## src/sv/vsfr_pkg.sv

```systemverilog
// ----------------------------------------------------------------------------
// vsfr_pkg
// Shared types, widths and codes of the video slice frame reassembler.
// ----------------------------------------------------------------------------
package vsfr_pkg;

   localparam int SLOTS     = 64;
   localparam int IDX_W     = $clog2(SLOTS);
   localparam int FID_W     = 32;
   localparam int SEQ_W     = 6;
   localparam int SSZ_W     = 11;
   localparam int FSZ_W     = 17;
   localparam int STAT_W    = 3;
   localparam int CNT_OUT_W = 7;

   // Accumulators are at least as wide as the output fields they feed.
   localparam int SUM_RAW_W = IDX_W + SSZ_W;
   localparam int SUM_W     = (SUM_RAW_W > FSZ_W) ? SUM_RAW_W : FSZ_W;
   localparam int CNT_RAW_W = $clog2(SLOTS + 1);
   localparam int CNT_W     = (CNT_RAW_W > CNT_OUT_W) ? CNT_RAW_W : CNT_OUT_W;

   localparam logic [FSZ_W-1:0]     LEN_MAX = {FSZ_W{1'b1}};
   localparam logic [CNT_OUT_W-1:0] CNT_MAX = {CNT_OUT_W{1'b1}};

   typedef enum logic [STAT_W-1:0] {
      STAT_STORED  = 3'd0,
      STAT_DUP     = 3'd1,
      STAT_STALE   = 3'd2,
      STAT_RESYNC  = 3'd3,
      STAT_RESTART = 3'd4,
      STAT_DONE    = 3'd5
   } vsfr_status_type;

   typedef enum logic [1:0] {
      S_IDLE,
      S_DECIDE,
      S_SCAN,
      S_FINISH
   } vsfr_state_type;

   typedef struct packed {
      logic [FID_W-1:0] frame_id;
      logic [SSZ_W-1:0] slice_size;
      logic [FSZ_W-1:0] frame_size;
   } vsfr_entry_type;

   typedef struct packed {
      logic             valid;
      logic [IDX_W-1:0] index;
   } vsfr_clear_type;

   typedef struct packed {
      logic                 complete;
      logic [FSZ_W-1:0]     length;
      logic [CNT_OUT_W-1:0] count;
      logic [FID_W-1:0]     frame_id;
   } vsfr_result_type;

   typedef struct packed {
      vsfr_status_type      status;
      logic                 frame_done;
      logic [FSZ_W-1:0]     frame_length;
      logic [FID_W-1:0]     done_frame_id;
      logic [CNT_OUT_W-1:0] slice_count;
   } vsfr_rsp_type;

endpackage

```

## src/sv/vsfr_ram.sv

```systemverilog
// ----------------------------------------------------------------------------
// vsfr_ram
// Generic single write port, single read port RAM with registered read data.
// ----------------------------------------------------------------------------
module vsfr_ram #(
   parameter int WIDTH = 8,
   parameter int DEPTH = 16
) (
   input  logic                     clock,
   input  logic                     wr_en,
   input  logic [$clog2(DEPTH)-1:0] wr_addr,
   input  logic [WIDTH-1:0]         wr_data,
   input  logic [$clog2(DEPTH)-1:0] rd_addr,
   output logic [WIDTH-1:0]         rd_data
);

   logic [WIDTH-1:0] mem_ff [DEPTH];
   logic [WIDTH-1:0] rd_data_ff;

   always_ff @(posedge clock) begin
      if (wr_en) begin
         mem_ff[wr_addr] <= wr_data;
      end
      rd_data_ff <= mem_ff[rd_addr];
   end

   assign rd_data = rd_data_ff;

endmodule

```

## src/sv/vsfr_scan.sv

```systemverilog
// ----------------------------------------------------------------------------
// vsfr_scan
// Walks the slot table from slot 0, drops the first stale slot of the leading
// run and sums slice sizes and counts for the completion check.
// ----------------------------------------------------------------------------
module vsfr_scan import vsfr_pkg::*; (
   input  logic             clock,
   input  logic             reset,
   input  logic             start,
   input  logic [FID_W-1:0] expected_id,
   input  vsfr_entry_type   rd_entry,
   output logic [IDX_W-1:0] rd_addr,
   output vsfr_clear_type   clr,
   output logic             done,
   output vsfr_result_type  result
);

   logic             running_ff, running_in;
   logic [IDX_W:0]   issue_ff, issue_in;
   logic             pend_ff, pend_in;
   logic [IDX_W-1:0] pend_idx_ff, pend_idx_in;
   logic             clean_act_ff, clean_act_in;
   logic             sum_act_ff, sum_act_in;
   logic             len_act_ff, len_act_in;
   logic [SUM_W-1:0] sum_ff, sum_in;
   logic [SUM_W-1:0] len_ff, len_in;
   logic [CNT_W-1:0] cnt_ff, cnt_in;
   logic [FSZ_W-1:0] fsz0_ff, fsz0_in;
   logic [FID_W-1:0] id0_ff, id0_in;
   logic             done_ff;

   vsfr_entry_type   eff;
   logic             clr_hit;
   logic             last;
   logic             issuing;

   always_comb begin
      // A slot cleared here reads as empty for the sums that follow.
      clr_hit = pend_ff && clean_act_ff && (rd_entry.slice_size != '0) &&
                (rd_entry.frame_id != expected_id);
      eff     = clr_hit ? '0 : rd_entry;

      clean_act_in = clean_act_ff;
      sum_act_in   = sum_act_ff;
      len_act_in   = len_act_ff;
      sum_in       = sum_ff;
      len_in       = len_ff;
      cnt_in       = cnt_ff;
      fsz0_in      = fsz0_ff;
      id0_in       = id0_ff;

      if (pend_ff) begin
         if ((rd_entry.slice_size == '0) || clr_hit) begin
            clean_act_in = 1'b0;
         end
         if (sum_act_ff) begin
            if (eff.slice_size == '0) begin
               sum_act_in = 1'b0;
            end else begin
               sum_in = sum_ff + SUM_W'(eff.slice_size);
            end
         end
         if (len_act_ff) begin
            if (eff.frame_size == '0) begin
               len_act_in = 1'b0;
            end else begin
               len_in = len_ff + SUM_W'(eff.slice_size);
               cnt_in = cnt_ff + CNT_W'(1);
            end
         end
         if (pend_idx_ff == '0) begin
            fsz0_in = eff.frame_size;
            id0_in  = eff.frame_id;
         end
      end

      last = pend_ff && ((!sum_act_in && !len_act_in) ||
                         (pend_idx_ff == IDX_W'(SLOTS - 1)));

      issuing     = running_ff && !last && (issue_ff < (IDX_W + 1)'(SLOTS));
      rd_addr     = issue_ff[IDX_W-1:0];
      pend_in     = issuing;
      pend_idx_in = issue_ff[IDX_W-1:0];
      issue_in    = issue_ff + (IDX_W + 1)'(issuing);
      running_in  = running_ff && !last;

      if (start) begin
         running_in   = 1'b1;
         issue_in     = '0;
         pend_in      = 1'b0;
         clean_act_in = 1'b1;
         sum_act_in   = 1'b1;
         len_act_in   = 1'b1;
         sum_in       = '0;
         len_in       = '0;
         cnt_in       = '0;
         fsz0_in      = '0;
         id0_in       = '0;
      end
   end

   always_ff @(posedge clock) begin
      if (reset) begin
         running_ff   <= 1'b0;
         pend_ff      <= 1'b0;
         done_ff      <= 1'b0;
         issue_ff     <= '0;
         clean_act_ff <= 1'b0;
         sum_act_ff   <= 1'b0;
         len_act_ff   <= 1'b0;
      end else begin
         running_ff   <= running_in;
         pend_ff      <= pend_in;
         done_ff      <= last;
         issue_ff     <= issue_in;
         clean_act_ff <= clean_act_in;
         sum_act_ff   <= sum_act_in;
         len_act_ff   <= len_act_in;
      end
      pend_idx_ff <= pend_idx_in;
      sum_ff      <= sum_in;
      len_ff      <= len_in;
      cnt_ff      <= cnt_in;
      fsz0_ff     <= fsz0_in;
      id0_ff      <= id0_in;
   end

   assign clr.valid = clr_hit;
   assign clr.index = pend_idx_ff;
   assign done      = done_ff;

   assign result.complete = (fsz0_ff != '0) && (sum_ff == SUM_W'(fsz0_ff));
   assign result.length   = (len_ff > SUM_W'(LEN_MAX)) ? LEN_MAX : FSZ_W'(len_ff);
   assign result.count    = (cnt_ff > CNT_W'(CNT_MAX)) ? CNT_MAX : CNT_OUT_W'(cnt_ff);
   assign result.frame_id = id0_ff;

endmodule

```

## src/sv/video_slice_frame_reassembler.sv

```systemverilog
// ----------------------------------------------------------------------------
// video_slice_frame_reassembler
// Slot table of received slice headers with frame completion detection.
// ----------------------------------------------------------------------------
// Each request word carries one slice header and produces exactly one response
// word. A word that is dropped goes from acceptance through the decide and
// finish states to its response; a stored slice adds a walk over the slot table
// held in a single read port RAM, one slot per cycle, ending at the end of the
// filled run. Slot valid bits live in flip-flops, so the table is cleared in a
// single step after a completed frame and no clearing pass is needed after
// reset. A finished response waits in an output register while the next
// request word is accepted.
module video_slice_frame_reassembler import vsfr_pkg::*; (
   input  logic                 clock,
   input  logic                 reset,
   input  logic                 req_valid,
   output logic                 req_stall,
   input  logic [FID_W-1:0]     req_frame_id,
   input  logic [SEQ_W-1:0]     req_slice_seq,
   input  logic [SSZ_W-1:0]     req_slice_size,
   input  logic [FSZ_W-1:0]     req_frame_size,
   output logic                 rsp_valid,
   input  logic                 rsp_stall,
   output logic [STAT_W-1:0]    rsp_status,
   output logic                 rsp_frame_done,
   output logic [FSZ_W-1:0]     rsp_frame_length,
   output logic [FID_W-1:0]     rsp_done_frame_id,
   output logic [CNT_OUT_W-1:0] rsp_slice_count
);

   vsfr_state_type   state_ff, state_in;
   logic [FID_W-1:0] expected_ff, expected_in;
   logic [SLOTS-1:0] slot_valid_ff, slot_valid_in;
   vsfr_entry_type   req_ff;
   logic [SEQ_W-1:0] seq_ff;
   vsfr_rsp_type     pend_ff, pend_in;
   vsfr_rsp_type     rsp_data_ff, rsp_data_in;
   logic             rsp_valid_ff, rsp_valid_in;
   logic             valid_rd_ff;

   logic             accept;
   logic             store_en;
   logic [IDX_W-1:0] wr_idx;
   logic             scan_start;
   logic [IDX_W-1:0] rd_addr;
   vsfr_entry_type   ram_rd;
   vsfr_entry_type   rd_entry;
   vsfr_clear_type   scan_clr;
   logic             scan_done;
   vsfr_result_type  scan_res;

   assign accept   = req_valid && !req_stall;
   assign wr_idx   = IDX_W'(seq_ff);
   assign rd_entry = valid_rd_ff ? ram_rd : '0;

   always_comb begin
      state_in      = state_ff;
      expected_in   = expected_ff;
      slot_valid_in = slot_valid_ff;
      pend_in       = pend_ff;
      rsp_data_in   = rsp_data_ff;
      rsp_valid_in  = rsp_valid_ff && rsp_stall;
      store_en      = 1'b0;
      scan_start    = 1'b0;
      req_stall     = (state_ff != S_IDLE);

      if (scan_clr.valid) begin
         slot_valid_in[scan_clr.index] = 1'b0;
      end

      unique case (state_ff)
         S_IDLE: begin
            if (accept) begin
               state_in = S_DECIDE;
            end
         end
         S_DECIDE: begin
            pend_in        = '0;
            pend_in.status = STAT_STALE;
            priority if (32'(seq_ff) >= SLOTS) begin
               pend_in.status = STAT_STALE;
            end else if (req_ff.frame_id == expected_ff) begin
               if (slot_valid_ff[wr_idx]) begin
                  pend_in.status = STAT_DUP;
               end else begin
                  pend_in.status = STAT_STORED;
                  store_en       = 1'b1;
               end
            end else if (req_ff.frame_id == '0) begin
               pend_in.status = STAT_RESTART;
               store_en       = 1'b1;
               expected_in    = '0;
            end else if (expected_ff == '0) begin
               pend_in.status = STAT_RESYNC;
               expected_in    = req_ff.frame_id + FID_W'(2);
            end else begin
               pend_in.status = STAT_STALE;
            end
            if (store_en) begin
               slot_valid_in[wr_idx] = 1'b1;
               scan_start            = 1'b1;
               state_in              = S_SCAN;
            end else begin
               state_in = S_FINISH;
            end
         end
         S_SCAN: begin
            if (scan_done) begin
               if (scan_res.complete) begin
                  pend_in.status        = STAT_DONE;
                  pend_in.frame_done    = 1'b1;
                  pend_in.frame_length  = scan_res.length;
                  pend_in.done_frame_id = scan_res.frame_id;
                  pend_in.slice_count   = scan_res.count;
                  expected_in           = scan_res.frame_id + FID_W'(1);
                  slot_valid_in         = '0;
               end
               state_in = S_FINISH;
            end
         end
         S_FINISH: begin
            // The output register frees up when its word is taken.
            if (!rsp_valid_ff || !rsp_stall) begin
               rsp_data_in  = pend_ff;
               rsp_valid_in = 1'b1;
               state_in     = S_IDLE;
            end
         end
         default: begin
            state_in = S_IDLE;
         end
      endcase
   end

   always_ff @(posedge clock) begin
      if (reset) begin
         state_ff      <= S_IDLE;
         expected_ff   <= '0;
         slot_valid_ff <= '0;
         rsp_valid_ff  <= 1'b0;
      end else begin
         state_ff      <= state_in;
         expected_ff   <= expected_in;
         slot_valid_ff <= slot_valid_in;
         rsp_valid_ff  <= rsp_valid_in;
      end
      if (accept) begin
         req_ff.frame_id   <= req_frame_id;
         req_ff.slice_size <= req_slice_size;
         req_ff.frame_size <= req_frame_size;
         seq_ff            <= req_slice_seq;
      end
      pend_ff     <= pend_in;
      rsp_data_ff <= rsp_data_in;
      valid_rd_ff <= slot_valid_ff[rd_addr];
   end

   vsfr_ram #(
      .WIDTH ($bits(vsfr_entry_type)),
      .DEPTH (SLOTS)
   ) u_slot_ram (
      .clock   (clock),
      .wr_en   (store_en),
      .wr_addr (wr_idx),
      .wr_data (req_ff),
      .rd_addr (rd_addr),
      .rd_data (ram_rd)
   );

   vsfr_scan u_scan (
      .clock       (clock),
      .reset       (reset),
      .start       (scan_start),
      .expected_id (expected_ff),
      .rd_entry    (rd_entry),
      .rd_addr     (rd_addr),
      .clr         (scan_clr),
      .done        (scan_done),
      .result      (scan_res)
   );

   assign rsp_valid         = rsp_valid_ff;
   assign rsp_status        = rsp_data_ff.status;
   assign rsp_frame_done    = rsp_data_ff.frame_done;
   assign rsp_frame_length  = rsp_data_ff.frame_length;
   assign rsp_done_frame_id = rsp_data_ff.done_frame_id;
   assign rsp_slice_count   = rsp_data_ff.slice_count;

   a_done_flag: assert property (@(posedge clock) disable iff (reset)
      rsp_valid |-> (rsp_frame_done == (rsp_status == STAT_DONE)))
      else $error("frame_done disagrees with status");

   a_drop_zero: assert property (@(posedge clock) disable iff (reset)
      (rsp_valid && !rsp_frame_done) |->
         (rsp_frame_length == '0 && rsp_done_frame_id == '0 && rsp_slice_count == '0))
      else $error("dropped slice response carries frame fields");

   a_table_clear: assert property (@(posedge clock) disable iff (reset)
      (state_ff == S_SCAN && scan_done && scan_res.complete) |=> (slot_valid_ff == '0))
      else $error("slot table not cleared after a completed frame");

   a_store_valid: assert property (@(posedge clock) disable iff (reset)
      store_en |=> slot_valid_ff[$past(wr_idx)])
      else $error("stored slot not marked valid");

   a_clear_in_scan: assert property (@(posedge clock) disable iff (reset)
      scan_clr.valid |-> (state_ff == S_SCAN))
      else $error("stale slot cleared outside a table walk");

endmodule

```

## config.mk

```make
export PLATFORM = sky130hd
export DESIGN_NAME = video_slice_frame_reassembler
export DESIGN_NICKNAME = d
export VERILOG_FILES = /design/src/sv/vsfr_pkg.sv /design/src/sv/vsfr_ram.sv /design/src/sv/vsfr_scan.sv /design/src/sv/video_slice_frame_reassembler.sv
export SDC_FILE = /design/constraint.sdc
export NUM_CORES = 2
export LEC_CHECK = 0
export ABC_CLOCK_PERIOD_IN_PS = 12200
export BUFFER_PORTS_ARGS = -buffer_cell sky130_fd_sc_hd__buf_2
export CAP_MARGIN = 30
export CORE_ASPECT_RATIO = 0.7
export CORE_UTILIZATION = 50
export CTS_BUF_LIST = sky130_fd_sc_hd__clkbuf_8
export CTS_CLUSTER_DIAMETER = 80
export DETAILED_ROUTE_END_ITERATION = 10
export PLACE_DENSITY_LB_ADDON = 0.2
export REMOVE_ABC_BUFFERS = 1
export SETUP_SLACK_MARGIN = 0.05
export SYNTH_ARGS = -nofsm -noshare
export SYNTH_HDL_FRONTEND = slang
export SYNTH_SLANG_ARGS = --single-unit
```

## constraint.sdc

```tcl
create_clock -name clock -period 12.2 [get_ports clock]
set_clock_uncertainty 0.15 [all_clocks]
set_input_delay 0 -clock clock [delete_from_list [all_inputs] [get_ports clock]]
set_output_delay 0 -clock clock [all_outputs]
set_load 0.02 [all_outputs]
```

==> impl_metrics.py <==
metrics = {
    "global_routing": {
        "overflow": 0,
        "grt_max_degree": 146,
        "grt_usage_pct": 26.9,
        "grt_pass1_wl_microns": 636000,
        "antenna_found_initial": 23,
        "first_global_vias": 82200,
    },
    "synthesis": {
        "ys_top_cells_by_area": "edfxtp_1 (73%), mux4_2 (17%), dfxtp_1 (3.2%), clkbuf_1 (0.67%), xor2_1 (0.42%)",
        "synth_cells": 7386,
        "synth.top_cell.area_share_pct": 72.8,
        "async_flop_share_pct": 0,
        "yosysTopAreaCell": "edfxtp_1",
        "ys_ff_latch": 4295,
        "synthFlopType": "edfxtp_1",
        "synth_cell_types": 69,
        "yosysMostFrequentCell": "edfxtp_1",
        "syn-cell-area_sq_mm": 0.166,
        "synth-edff-count": 4026,
        "yosysWarnings": 0,
        "syn_avg_cell_area_sq_um": 22.5,
        "yosysSeqAreaShare_pct": 76.0,
        "ys_top_cells_by_count": "edfxtp_1 (4026), mux4_2 (1286), clkbuf_1 (296), dfxtp_1 (269), nor2_1 (179)",
    },
    "clock_tree": {
        "cts-root-buf": "clkbuf_8",
        "post_cts.repair.setup_buffers": 0,
        "cts_tree": "built",
        "cts_htree_levels": 6,
        "cts_buffer_depth": 4,
        "cts_resized": 0,
        "cts_hold_buf": 174,
        "cts_buffers": 636,
        "clk_latency_ns": 1.09,
        "clk_pin_slew_ns": 0.07,
        "cts_sinks": 4295,
    },
    "sta": {
        "hold_violations": 0,
        "fmax_mhz": 167,
        "fin_setup_tns_ns": 0,
        "worst_slew_pin_slew_ns": 1.07,
        "hold_slack_ns": 0.0931,
        "setup_slack_ns": 6.22,
        "min_period_ns": 5.98,
        "setup-violations-final": 0,
        "rsz0062_at_grt": "no",
        "finalMaxSlewViolations": 0,
        "slew_headroom_pct": 28.7,
        "period_share_pct": 49.1,
    },
    "power_and_ir_drop": {
        "switching_share_pct": 24.6,
        "p_leak_uw": 0.0579,
        "p_per_area_mw_per_mm2": 161,
        "comb_power_share_pct": 7.1,
        "p_sw_uw": 7410,
        "seq_power_share_pct": 57.0,
        "vdd_ir_drop_max_uv": 149,
        "total_power_uw": 30100,
        "p_int_uw": 22700,
        "clockPowerShare_pct": 35.9,
    },
    "layout": {
        "final_util_pct": 56.8,
        "final_layout_size_suffix_gt1_share_pct": 29.4,
        "nets": 8291,
        "syn_to_final_growth_pct": 12.7,
    },
    "route": {
        "dr.pass1.iters": 7,
        "avgRoutedWirePerCell_microns": 34.7,
        "wirelength_microns": 454000,
        "drt_iter0_markers": 11600,
        "drc_errors": 0,
        "antenna_left": 0,
        "vias": 83400,
        "routed_via_density": 6.38,
    },
    "setup_path": {
        "worstSetupStartpointType": "flip-flop",
        "crit_required_ns": 13.04,
        "cp-end-kind": "flip-flop",
        "crit_path_max_fanout": 82,
        "crit_type": "flip-flop to flip-flop",
        "arrival_ns": 6.83,
    },
    "die": {
        "design.core.area_sq_mm": 0.329,
        "die_h_microns": 484,
        "rows": 176,
        "die-area_sq_mm": 0.335,
        "pin_count": 132,
        "start_util_pct": 50.4,
        "die_w_microns": 691,
    },
    "placement": {
        "dp_hpwl_microns": 269000,
        "gp_congestion": 0.900,
        "io_buffers": 131,
        "pre_cts_ws_ns": 6.24,
    },
    "min_path": {
        "hold_class": "primary input to flip-flop",
    },
    "run_status": {
        "status": "finished, final reports clean",
    },
    "run": {
        "max_cap_violations": 0,
    },
}
## critical path: stages, from the launching register on
cell and delay [ns]:
dfxtp_4 0.85, nor4bb_1 0.38, a22oi_1 0.13, a32oi_1 0.34, nand4_1 0.42, o211ai_1 0.32
buf_4 0.29, or2_2 0.21, buf_4 0.66, and3_1 0.31, ha_1 0.24, nor3_1 0.08
o2111ai_1 0.09, o211ai_1 0.18, o21bai_1 0.22, a31o_2 0.24, inv_1 0.07, or4_1 0.49
a21oi_1 0.16
## cell families after synthesis
group,Yosys count,synth area share [%]
flops,4295,76.0
fa+ha+maj,34,0.265
buf+inv,449,1.06
simple gates,739,2.43
compound gates,381,1.65
mux,1343,17.8
xor+xnor,145,0.765
## worst paths after layout
check | endpoint | depth (start not counted) | start | slack [ns]
worst max-delay path | u_scan.sum_ff[12] | 18 | valid_rd_ff | 6.22
worst min-delay path | req_ff[50] | 3 | req_valid | 0.09
worst max register to register | u_scan.sum_ff[12] | 18 | valid_rd_ff | 6.22
worst min register to register | rsp_frame_length[0] | 0 | pend_ff[39] | 0.25
## sequential cells by signal, summed over array words and instances, names as in the netlist, 2 cells and up
name / count
seq_ff: 6
expected_ff: 32
u_scan.sum_ff: 17
u_slot_ram.rd_data: 60
rsp_frame_length: 17
req_ff: 60
u_scan.len_ff: 17
u_scan.id0_ff: 32
u_scan.issue_ff: 7
u_scan.cnt_ff: 7
pend_ff: 60
rsp_done_frame_id: 32
u_scan.fsz0_ff: 17
rsp_slice_count: 7
rsp_status: 3
u_scan.pend_idx_ff: 6
state_ff: 2
slot_valid_ff: 64
u_slot_ram.mem_ff: 3840
## area by class of cell
| class | instances | area, sq um |
|---|---|---|
| sequential | 4295 | 126000 |
| antenna | 31 | 77.6 |
| clock buffer | 677 | 9320 |
| inverter | 26 | 97.6 |
| tap | 4361 | 5460 |
| fill | 24200 | 142000 |
| clock inverter | 462 | 2190 |
| multi-input combinational | 2642 | 38600 |
| timing repair buffer | 586 | 5210 |
## stage by stage
step	instance area, sq um	instances
6_report	187000	13100
5_1_grt	187000	13100
4_1_cts	187000	13000
3_5_place_dp	174000	11700
3_3_place_gp	173000	11700
2_1_floorplan	164000	6963
## metal layers
layer	track usage (%)	vias to the layer above	share of wire (%)
met5	0	-	0.016
met4	8.38	10	3.2
met3	4.75	645	8.7
met2	40.8	4553	46
met1	40.4	45000	42
li1	-	33200	-
## power groups by stage
| stage | sequential (uW) | clock, uW | combinational, uW |
|---|---|---|---|
| floorplan | 17900 | 0 | 495 |
| global placement | 17500 | 0 | 1950 |
| detailed placement | 17500 | 0 | 2060 |
| CTS | 17200 | 11000 | 2100 |
| global route | 17200 | 11600 | 2220 |
| finish | 17200 | 10800 | 2130 |
## cells in the final DEF, fill, tap and decap left out, types with 67 or more instances in the layout
master and count:
buf_2 131, buf_4 227, clkbuf_8 677, clkinv_1 145, dfxtp_1 262, dlygate4sd3_1 174
edfxtp_1 4026, inv_1 265, mux4_2 1286, nand2_1 153, nor2_1 178, o31ai_1 67
xor2_1 80
Note: power is estimated with default switching activity, not from simulation.
